## src/rtl/core/ulv_pkg.sv

```systemverilog
// Shared types, constants and code point checks for the UTF-8 label validator.
package ulv_pkg;

    localparam int MAX_SCALARS_DEF = 64;
    localparam int QUEUE_DEPTH     = 4;
    localparam int QUEUE_AW        = $clog2(QUEUE_DEPTH);

    localparam logic [7:0] LEAD_E0 = 8'he0;
    localparam logic [7:0] LEAD_ED = 8'hed;
    localparam logic [7:0] LEAD_F0 = 8'hf0;
    localparam logic [7:0] LEAD_F4 = 8'hf4;

    localparam logic [20:0] CP_MAX     = 21'h10ffff;
    localparam logic [20:0] SURR_FIRST = 21'h00d800;
    localparam logic [20:0] SURR_LAST  = 21'h00dfff;

    typedef enum logic [2:0] {
        CLS_ASCII,
        CLS_CONT,
        CLS_LEAD2,
        CLS_LEAD3,
        CLS_LEAD4,
        CLS_BAD
    } byte_class_t;

    // One classified byte as it travels from the front to the back.
    typedef struct packed {
        logic [7:0]  data;
        logic        last;
        logic        empty;
        byte_class_t cls;
        logic        below_a0;
        logic        above_9f;
        logic        below_90;
        logic        above_8f;
    } byte_info_t;

    function automatic logic in_rng(logic [20:0] v, logic [20:0] lo, logic [20:0] hi);
        return (v >= lo) && (v <= hi);
    endfunction

    // Control, format, bidi, private-use and noncharacter code points.
    function automatic logic forbidden_point(logic [20:0] c);
        logic [15:0] low16;
        logic        hit;
        low16 = c[15:0];
        hit = (c <= 21'h1f) || in_rng(c, 21'h7f, 21'h9f);
        hit = hit || (c == 21'had) || in_rng(c, 21'h600, 21'h605) || (c == 21'h61c)
            || (c == 21'h6dd) || (c == 21'h70f) || in_rng(c, 21'h890, 21'h891)
            || (c == 21'h8e2) || (c == 21'h180e) || in_rng(c, 21'h200b, 21'h200f)
            || in_rng(c, 21'h202a, 21'h202e) || in_rng(c, 21'h2060, 21'h2064)
            || in_rng(c, 21'h2066, 21'h206f) || (c == 21'hfeff)
            || in_rng(c, 21'hfff9, 21'hfffb) || (c == 21'h110bd) || (c == 21'h110cd)
            || in_rng(c, 21'h13430, 21'h1343f) || in_rng(c, 21'h1bca0, 21'h1bca3)
            || in_rng(c, 21'h1d173, 21'h1d17a) || (c == 21'he0001)
            || in_rng(c, 21'he0020, 21'he007f);
        hit = hit || in_rng(c, 21'he000, 21'hf8ff) || in_rng(c, 21'hf0000, 21'hffffd)
            || in_rng(c, 21'h100000, 21'h10fffd);
        hit = hit || in_rng(c, 21'hfdd0, 21'hfdef) || (low16 == 16'hfffe)
            || (low16 == 16'hffff);
        return hit;
    endfunction

endpackage

```

## src/rtl/core/ulv_front.sv

```systemverilog
// Input side: accepts bytes and classifies them for the decoder.
module ulv_front (
    input  logic               s_tvalid,
    output logic               s_tready,
    input  logic [7:0]         s_tdata,   // [7:0] data_byte
    input  logic               s_tlast,   // end_of_text
    input  logic               s_tuser,   // [0] empty_text
    input  logic               queue_full,
    output logic               push,
    output ulv_pkg::byte_info_t push_item
);

    ulv_pkg::byte_class_t cls;

    always_comb begin
        if (s_tdata <= 8'h7f) begin
            cls = ulv_pkg::CLS_ASCII;
        end else if (s_tdata <= 8'hbf) begin
            cls = ulv_pkg::CLS_CONT;
        end else if (s_tdata >= 8'hc2 && s_tdata <= 8'hdf) begin
            cls = ulv_pkg::CLS_LEAD2;
        end else if (s_tdata >= 8'he0 && s_tdata <= 8'hef) begin
            cls = ulv_pkg::CLS_LEAD3;
        end else if (s_tdata >= 8'hf0 && s_tdata <= 8'hf4) begin
            cls = ulv_pkg::CLS_LEAD4;
        end else begin
            cls = ulv_pkg::CLS_BAD;
        end
    end

    always_comb begin
        push_item.data     = s_tdata;
        push_item.last     = s_tlast;
        push_item.empty    = s_tuser;
        push_item.cls      = cls;
        // bounds on the first continuation byte after E0, ED, F0 and F4
        push_item.below_a0 = (s_tdata < 8'ha0);
        push_item.above_9f = (s_tdata > 8'h9f);
        push_item.below_90 = (s_tdata < 8'h90);
        push_item.above_8f = (s_tdata > 8'h8f);
    end

    assign s_tready = !queue_full;
    assign push     = s_tvalid && !queue_full;

endmodule

```

## src/rtl/core/ulv_queue.sv

```systemverilog
// Short queue of classified bytes between the front and the decoder.
module ulv_queue (
    input  logic                aclk,
    input  logic                aresetn,
    input  logic                push,
    input  ulv_pkg::byte_info_t push_item,
    output logic                full,
    input  logic                pop,
    output ulv_pkg::byte_info_t pop_item,
    output logic                not_empty
);

    localparam int AW = ulv_pkg::QUEUE_AW;

    ulv_pkg::byte_info_t entry_reg [ulv_pkg::QUEUE_DEPTH];
    logic [AW-1:0] wr_ptr_reg, wr_ptr_next;
    logic [AW-1:0] rd_ptr_reg, rd_ptr_next;
    logic [AW:0]   fill_reg,   fill_next;

    always_comb begin
        wr_ptr_next = wr_ptr_reg;
        rd_ptr_next = rd_ptr_reg;
        fill_next   = fill_reg;
        if (push) begin
            wr_ptr_next = (wr_ptr_reg == AW'(ulv_pkg::QUEUE_DEPTH - 1)) ? '0
                                                                       : wr_ptr_reg + 1'b1;
        end
        if (pop) begin
            rd_ptr_next = (rd_ptr_reg == AW'(ulv_pkg::QUEUE_DEPTH - 1)) ? '0
                                                                       : rd_ptr_reg + 1'b1;
        end
        if (push && !pop) begin
            fill_next = fill_reg + 1'b1;
        end else if (pop && !push) begin
            fill_next = fill_reg - 1'b1;
        end
    end

    always_ff @(posedge aclk) begin
        if (!aresetn) begin
            wr_ptr_reg <= '0;
            rd_ptr_reg <= '0;
            fill_reg   <= '0;
        end else begin
            wr_ptr_reg <= wr_ptr_next;
            rd_ptr_reg <= rd_ptr_next;
            fill_reg   <= fill_next;
        end
    end

    always_ff @(posedge aclk) begin
        if (push) begin
            entry_reg[wr_ptr_reg] <= push_item;
        end
    end

    assign pop_item  = entry_reg[rd_ptr_reg];
    assign full      = (fill_reg == (AW+1)'(ulv_pkg::QUEUE_DEPTH));
    assign not_empty = (fill_reg != '0);

endmodule

```

## src/rtl/core/ulv_back.sv

```systemverilog
// Decoder: assembles code points, applies label rules and registers the result.
module ulv_back #(
    parameter int MAX_SCALARS = ulv_pkg::MAX_SCALARS_DEF
) (
    input  logic                aclk,
    input  logic                aresetn,
    input  logic                item_valid,
    input  ulv_pkg::byte_info_t item,
    output logic                pop,
    output logic                m_tvalid,
    input  logic                m_tready,
    output logic [7:0]          m_tdata
);

    localparam int CW = $clog2(MAX_SCALARS + 2);
    localparam logic [CW-1:0] MAX_C = CW'(MAX_SCALARS);

    logic [2:0]    seq_len_reg,  seq_len_next;
    logic [1:0]    pending_reg,  pending_next;
    logic [7:0]    lead_reg,     lead_next;
    logic [20:0]   partial_reg,  partial_next;
    logic [CW-1:0] total_reg,    total_next;
    logic          failed_reg,   failed_next;
    logic          out_valid_reg, out_valid_next;
    logic          out_ok_reg,   out_ok_next;
    logic [6:0]    out_count_reg, out_count_next;

    logic          fin;
    logic [20:0]   cp;
    logic [20:0]   shifted;
    logic          first_cont;
    logic          range_bad;
    logic [CW+6:0] total_wide;

    // Advance when a byte waits and its result, if any, has a free output slot.
    assign pop = item_valid && (!item.last || !out_valid_reg || m_tready);

    assign shifted    = {partial_reg[14:0], item.data[5:0]};
    assign first_cont = ({1'b0, pending_reg} == (seq_len_reg - 3'd1));
    assign range_bad  = (lead_reg == ulv_pkg::LEAD_E0 && item.below_a0)
                     || (lead_reg == ulv_pkg::LEAD_ED && item.above_9f)
                     || (lead_reg == ulv_pkg::LEAD_F0 && item.below_90)
                     || (lead_reg == ulv_pkg::LEAD_F4 && item.above_8f);

    always_comb begin
        seq_len_next   = seq_len_reg;
        pending_next   = pending_reg;
        lead_next      = lead_reg;
        partial_next   = partial_reg;
        total_next     = total_reg;
        failed_next    = failed_reg;
        out_valid_next = out_valid_reg && !m_tready;
        out_ok_next    = out_ok_reg;
        out_count_next = out_count_reg;
        fin            = 1'b0;
        cp             = shifted;
        total_wide     = '0;

        if (pop) begin
            if (item.empty) begin
                failed_next = 1'b1;
            end else if (!failed_reg) begin
                if (pending_reg == 2'd0) begin
                    lead_next = item.data;
                    case (item.cls)
                        ulv_pkg::CLS_ASCII: begin
                            seq_len_next = 3'd1;
                            partial_next = {13'd0, item.data};
                            cp           = {13'd0, item.data};
                            fin          = 1'b1;
                        end
                        ulv_pkg::CLS_LEAD2: begin
                            seq_len_next = 3'd2;
                            pending_next = 2'd1;
                            partial_next = {16'd0, item.data[4:0]};
                        end
                        ulv_pkg::CLS_LEAD3: begin
                            seq_len_next = 3'd3;
                            pending_next = 2'd2;
                            partial_next = {17'd0, item.data[3:0]};
                        end
                        ulv_pkg::CLS_LEAD4: begin
                            seq_len_next = 3'd4;
                            pending_next = 2'd3;
                            partial_next = {18'd0, item.data[2:0]};
                        end
                        default: begin
                            failed_next = 1'b1;
                        end
                    endcase
                end else if (item.cls != ulv_pkg::CLS_CONT) begin
                    failed_next = 1'b1;
                end else if (first_cont && range_bad) begin
                    failed_next = 1'b1;
                end else begin
                    partial_next = shifted;
                    pending_next = pending_reg - 2'd1;
                    fin          = (pending_reg == 2'd1);
                end

                if (fin) begin
                    if (cp > ulv_pkg::CP_MAX
                        || ulv_pkg::in_rng(cp, ulv_pkg::SURR_FIRST, ulv_pkg::SURR_LAST)
                        || ulv_pkg::forbidden_point(cp)) begin
                        failed_next = 1'b1;
                    end else begin
                        total_next = total_reg + 1'b1;
                        if (total_reg == MAX_C) begin
                            failed_next = 1'b1;
                        end
                    end
                end
            end

            if (item.last) begin
                // A sequence left open at the end spoils the label.
                total_wide     = {7'd0, total_next};
                out_valid_next = 1'b1;
                out_ok_next    = !(failed_next || pending_next != 2'd0);
                out_count_next = out_ok_next ? total_wide[6:0] : 7'd0;
                seq_len_next   = '0;
                pending_next   = '0;
                lead_next      = '0;
                partial_next   = '0;
                total_next     = '0;
                failed_next    = 1'b0;
            end
        end
    end

    always_ff @(posedge aclk) begin
        if (!aresetn) begin
            seq_len_reg   <= '0;
            pending_reg   <= '0;
            lead_reg      <= '0;
            partial_reg   <= '0;
            total_reg     <= '0;
            failed_reg    <= 1'b0;
            out_valid_reg <= 1'b0;
        end else begin
            seq_len_reg   <= seq_len_next;
            pending_reg   <= pending_next;
            lead_reg      <= lead_next;
            partial_reg   <= partial_next;
            total_reg     <= total_next;
            failed_reg    <= failed_next;
            out_valid_reg <= out_valid_next;
        end
    end

    always_ff @(posedge aclk) begin
        out_ok_reg    <= out_ok_next;
        out_count_reg <= out_count_next;
    end

    assign m_tvalid = out_valid_reg;
    assign m_tdata  = {out_count_reg, out_ok_reg};

endmodule

```

## src/rtl/core/utf8_label_validator.sv

```systemverilog
// Top level of the UTF-8 label validator: front classifier, queue and decoder.
//
// Usage:
//   The slave channel takes one label byte per item: s_tdata carries the byte,
//   s_tlast marks the last item of the label and s_tuser flags an empty label
//   (sent as a single item with s_tlast high; its byte is ignored).
//   The master channel gives one item per label, on the label's last byte:
//   m_tdata[0] is the valid flag, m_tdata[7:1] the scalar count (zero when the
//   label is rejected).
//   Path: the last byte is written into the queue, which reads out
//   combinationally to the decoder; the result for the label is then held in
//   the result register.
//   Throughput: one byte per cycle while the queue has room; the decoder
//   retires one queued byte a cycle unless a label end waits on m_tready.
//   Stalls: while a result waits on m_tready, the decoder still retires bytes
//   that produce no result; a label end waits, the queue fills, and s_tready
//   drops once the queue holds four bytes.
//   Reset: aresetn low at a clock edge empties the queue, drops the result and
//   clears the decoder, so the next byte starts a new label.
module utf8_label_validator #(
    parameter int MAX_SCALARS = ulv_pkg::MAX_SCALARS_DEF
) (
    input  logic       aclk,
    input  logic       aresetn,
    input  logic       s_tvalid,
    output logic       s_tready,
    input  logic [7:0] s_tdata,   // [7:0] data_byte
    input  logic       s_tlast,   // end_of_text
    input  logic       s_tuser,   // [0] empty_text
    output logic       m_tvalid,
    input  logic       m_tready,
    output logic [7:0] m_tdata    // [0] label_valid, [7:1] scalar count
);

    logic                push;
    logic                queue_full;
    logic                pop;
    logic                queue_has_item;
    ulv_pkg::byte_info_t push_item;
    ulv_pkg::byte_info_t pop_item;

    // Classify each byte as it is accepted.
    ulv_front u_front (
        .s_tvalid   (s_tvalid),
        .s_tready   (s_tready),
        .s_tdata    (s_tdata),
        .s_tlast    (s_tlast),
        .s_tuser    (s_tuser),
        .queue_full (queue_full),
        .push       (push),
        .push_item  (push_item)
    );

    // Hold classified bytes while the decoder waits on the result channel.
    ulv_queue u_queue (
        .aclk      (aclk),
        .aresetn   (aresetn),
        .push      (push),
        .push_item (push_item),
        .full      (queue_full),
        .pop       (pop),
        .pop_item  (pop_item),
        .not_empty (queue_has_item)
    );

    // Decode sequences, check code points and count scalars.
    ulv_back #(
        .MAX_SCALARS (MAX_SCALARS)
    ) u_back (
        .aclk       (aclk),
        .aresetn    (aresetn),
        .item_valid (queue_has_item),
        .item       (pop_item),
        .pop        (pop),
        .m_tvalid   (m_tvalid),
        .m_tready   (m_tready),
        .m_tdata    (m_tdata)
    );

endmodule

```

## config.mk

```make
export PLATFORM = sky130hd
export DESIGN_NAME = utf8_label_validator
export DESIGN_NICKNAME = d
export VERILOG_FILES = /design/src/rtl/core/ulv_pkg.sv /design/src/rtl/core/ulv_front.sv /design/src/rtl/core/ulv_queue.sv /design/src/rtl/core/ulv_back.sv /design/src/rtl/core/utf8_label_validator.sv
export SDC_FILE = /design/constraint.sdc
export NUM_CORES = 1
export LEC_CHECK = 0
export BUFFER_PORTS_ARGS = -buffer_cell sky130_fd_sc_hd__buf_2
export CAP_MARGIN = 20
export CORE_ASPECT_RATIO = 1.25
export CORE_MARGIN = 4
export CORE_UTILIZATION = 40
export DETAILED_ROUTE_END_ITERATION = 10
export GPL_ROUTABILITY_DRIVEN = 0
export PLACE_DENSITY = 0.65
export SLEW_MARGIN = 10
export SYNTH_ARGS = -nofsm -noshare
export SYNTH_HDL_FRONTEND = slang
export SYNTH_SLANG_ARGS = --single-unit
```

## constraint.sdc

```tcl
create_clock -name aclk -period 10.4 [get_ports aclk]
set_clock_uncertainty 0.05 [all_clocks]
set_input_delay 2.08 -clock aclk [delete_from_list [all_inputs] [get_ports aclk]]
set_output_delay 2.08 -clock aclk [all_outputs]
set_load 0.02 [all_outputs]
```

==> results_dict.tcl <==
set metrics [dict create \
    dp_hpwl_mm 12.4 \
    syn_avg_cell_area_um2 9.92 \
    holdPathStages 2 \
    cts_repair_resize_count 0 \
    antenna_cells 0 \
    grt_overflow 0 \
    slowest_delay_ps 950 \
    crit_path_start_kind "register" \
    cts-htree-levels 4 \
    largest_register_ffs 68 \
    cts.sinks 122 \
    worstRegToRegCells 9 \
    clk_pin_slew_ps 50 \
    drive_gt1_share_pct 11.5 \
    cts_tree "yes" \
    ys.flop_type "edfxtp_1" \
    grt_first_pass_wirelength_mm 29.6 \
    totalWireLength_mm 18.3 \
    synth-seq-area-share_pct 46.6 \
    wl_per_cell_um 19.7 \
    num_vias 5875 \
    leakagePower_uw 0.00264 \
    placed_area_mm2 0.00710 \
    grt_pass1_vias 5733 \
    viasPerCell 6.34 \
    drcViolationCount 0 \
    grt_start_max_net_pins 35 \
    track_usage_pct 18.9 \
    root_buffer "clkbuf_16" \
    die_w_um 125 \
    cp.required_ps 10580 \
    ys_async_sr_fraction_pct 0 \
    hold_buffers 0 \
    hold_path_class "register to register" \
    hold_end "u_back.lead_reg[1]" \
    io_buffer_count 23 \
    die_h_um 155 \
    critical_path.endpoint_type "register" \
    antenna_found_initial 0 \
    cp_slowest_cell "or4b_1" \
    post_cts_buffers 0 \
    worst-setup-path-type "register to register" \
    max-cap-violations 0 \
    yosysUniqueCellTypes 73 \
    peakVddDrop_mv 0.162 \
    crit_chain "mux4_2 -> or4b_1 -> nor3b_1 -> o221ai_1 -> nand4_1 -> o2111ai_1 -> nor4_2 -> a31oi_1 -> a211oi_1" \
    firstDrtPassIters 7 \
    outcome "complete, no violations" \
    initial_core_util_pct 40.8 \
    post-route-period-util_pct 46.1 \
    finalHoldViolCount 0 \
    rsz0062_at_grt "false" \
    critPathArrivalTime_ps 4970 \
    tightestPinTransition_ps 1080 \
    fmax_mhz 209 \
    tns_ps 0 \
    nets 719 \
    r2r_slack_ps 5610 \
    synth_edf_count 76 \
    min-delay-start "u_back.lead_reg[1]" \
    placementRows 53 \
    synthCells 693 \
    area_growth_pct 12.2 \
    ioPinCount 24 \
    synth_fp_nets 719 \
    fin_crit_ps 4790 \
    path_max_fanout 23 \
    syn_area_mm2 0.00687 \
    drtIter0Drc 488 \
    core_mm2 0.0168 \
    cts_inserted_buffers 17 \
    r2r-end "u_back.out_count_reg[1]" \
    ant_nets 0 \
    ys_seq_elements 122 \
    power_density_mw_per_mm2 306 \
    slew_headroom_pct 27.2 \
    ys_warn_count 0 \
    slew_violations 0 \
    insertion_delay_ps 420 \
    finalSetupViolCount 0 \
    cts_buffer_depth 2 \
    dieArea_mm2 0.0194 \
    fin_area_mm2 0.00771 \
]
## worst max path at each step
stage	end	slack [ps]	depth (start not counted)
floorplan	u_queue.fill_reg[2]	6460	8
global placement	u_back.out_count_reg[6]	5890	9
detailed placement	u_back.out_count_reg[1]	5650	9
CTS	u_back.out_count_reg[1]	5650	9
global route	u_back.out_count_reg[1]	5230	9
finish	u_back.out_count_reg[1]	5610	9
## where the power goes
part / switching [µW] / leakage (µW) / internal, µW
Combinational: 725 / 0.00127 / 356
Clock: 205 / 0.000284 / 396
Sequential: 80.4 / 0.00108 / 600
Total: 1010 / 0.00264 / 1350
## layer usage
| metal | part of all wire (%) | GRT usage (%) | up-vias |
|---|---|---|---|
| met2 | 48 | 30.9 | 340 |
| met4 | 5.9 | 12.3 | 0 |
| met3 | 6.7 | 4.35 | 83 |
| met5 | 0 | 0 | - |
| met1 | 39 | 22.4 | 2768 |
| li1 | - | - | 2684 |
## worst max-delay path, delay by kind of cell, from the launching register on
| kind | cells | cell delay [ps] |
|---|---|---|
| AND/OR/NAND/NOR | 4 | 2360 |
| AO/OA/AOI/OAI | 4 | 1140 |
| multiplexers | 1 | 630 |
| flip-flops | 1 | 430 |
## layout by cell type, fill, tap and decap left out, types with 8 or more instances in the layout
| master | instances |
|---|---|
| edfxtp_1 | 76 |
| nor2_1 | 60 |
| nand2_1 | 58 |
| dfxtp_1 | 46 |
| nand3_1 | 37 |
| a21oi_1 | 36 |
| nor3_1 | 24 |
| buf_2 | 23 |
| inv_1 | 22 |
| o21ai_0 | 19 |
| clkbuf_16 | 17 |
| mux4_2 | 16 |
| nand4_1 | 16 |
| mux2i_1 | 15 |
| a211oi_1 | 14 |
| and3_1 | 12 |
| nor4_1 | 12 |
| and2_1 | 11 |
| a31oi_1 | 11 |
| ha_1 | 11 |
| or4_1 | 10 |
| o31ai_1 | 9 |
| or3_1 | 8 |
| nand2b_1 | 8 |
| nor4b_1 | 8 |
## Yosys cell counts, types with 3 or more instances
master	instances	area, µm²
dfxtp_1	46	921
or3_1	8	50.1
or2_2	3	18.8
nor4_1	13	81.3
a2111oi_0	4	35.0
nand4b_1	4	35.0
buf_2	4	20.0
nand2b_1	8	50.1
o21a_1	4	30.0
nand2_1	58	218
mux2i_1	15	150
edfxtp_1	76	2280
o31ai_1	9	67.6
a41oi_1	3	26.3
o211ai_1	5	37.5
a21boi_0	3	22.5
a211oi_1	14	105
or4_1	10	75.1
ha_1	11	138
a21o_1	6	45.0
o2111ai_1	3	26.3
nand4_1	16	100
nor4b_1	8	70.1
nor3b_1	4	30.0
mux4_2	16	360
and2_1	11	68.8
o21ai_1	3	15.0
nand3_1	37	185
xor2_1	4	35.0
nor3_1	24	120
nor2b_1	6	37.5
o21ai_0	19	95.1
a31oi_1	11	68.8
and3_1	12	75.1
and4b_1	3	30.0
a21oi_1	36	180
o22a_1	3	26.3
and4_1	5	43.8
o32ai_1	4	35.0
clkbuf_1	36	135
nor2_1	60	225
a22oi_1	4	30.0
inv_1	22	82.6
## metrics by stage
step / utilization, % / instances / power [µW] / hold slack, ps / worst slack (ps)
2_1_floorplan: - / 693 / 1480 / 397 / 6460
3_3_place_gp: 42.2 / 894 / 1710 / 408 / 5890
3_5_place_dp: 42.2 / 894 / 1740 / 432 / 5650
4_1_cts: 45.8 / 926 / 2340 / 445 / 5650
5_1_grt: 45.8 / 926 / 2500 / 490 / 5230
6_report: 45.8 / 926 / 2360 / 442 / 5610
## logic make-up (layout without fill, tap and decap cells)
| kind of cell | Yosys count | after routing | share of synthesized area (%) |
|---|---|---|---|
| AOI/OAI and AO/OA | 153 | 153 | 15.1 |
| xor gates and xnor gates | 5 | 5 | 0.637 |
| adders and majority gates | 12 | 12 | 2.29 |
| buffers and inverters | 68 | 81 | 4.11 |
| DFF | 122 | 122 | 46.6 |
| muxes | 33 | 33 | 7.76 |
| and+or+nand+nor | 300 | 300 | 23.5 |
## cell type report
cell class	count	area (µm²)
fill	1585	9130
multi-input combinational	503	3400
sequential	122	3200
clock buffer	18	429
tap	220	275
clock inverter	14	179
timing repair buffer	26	138
inverter	23	86.3
(Power assumes the default switching activity.)
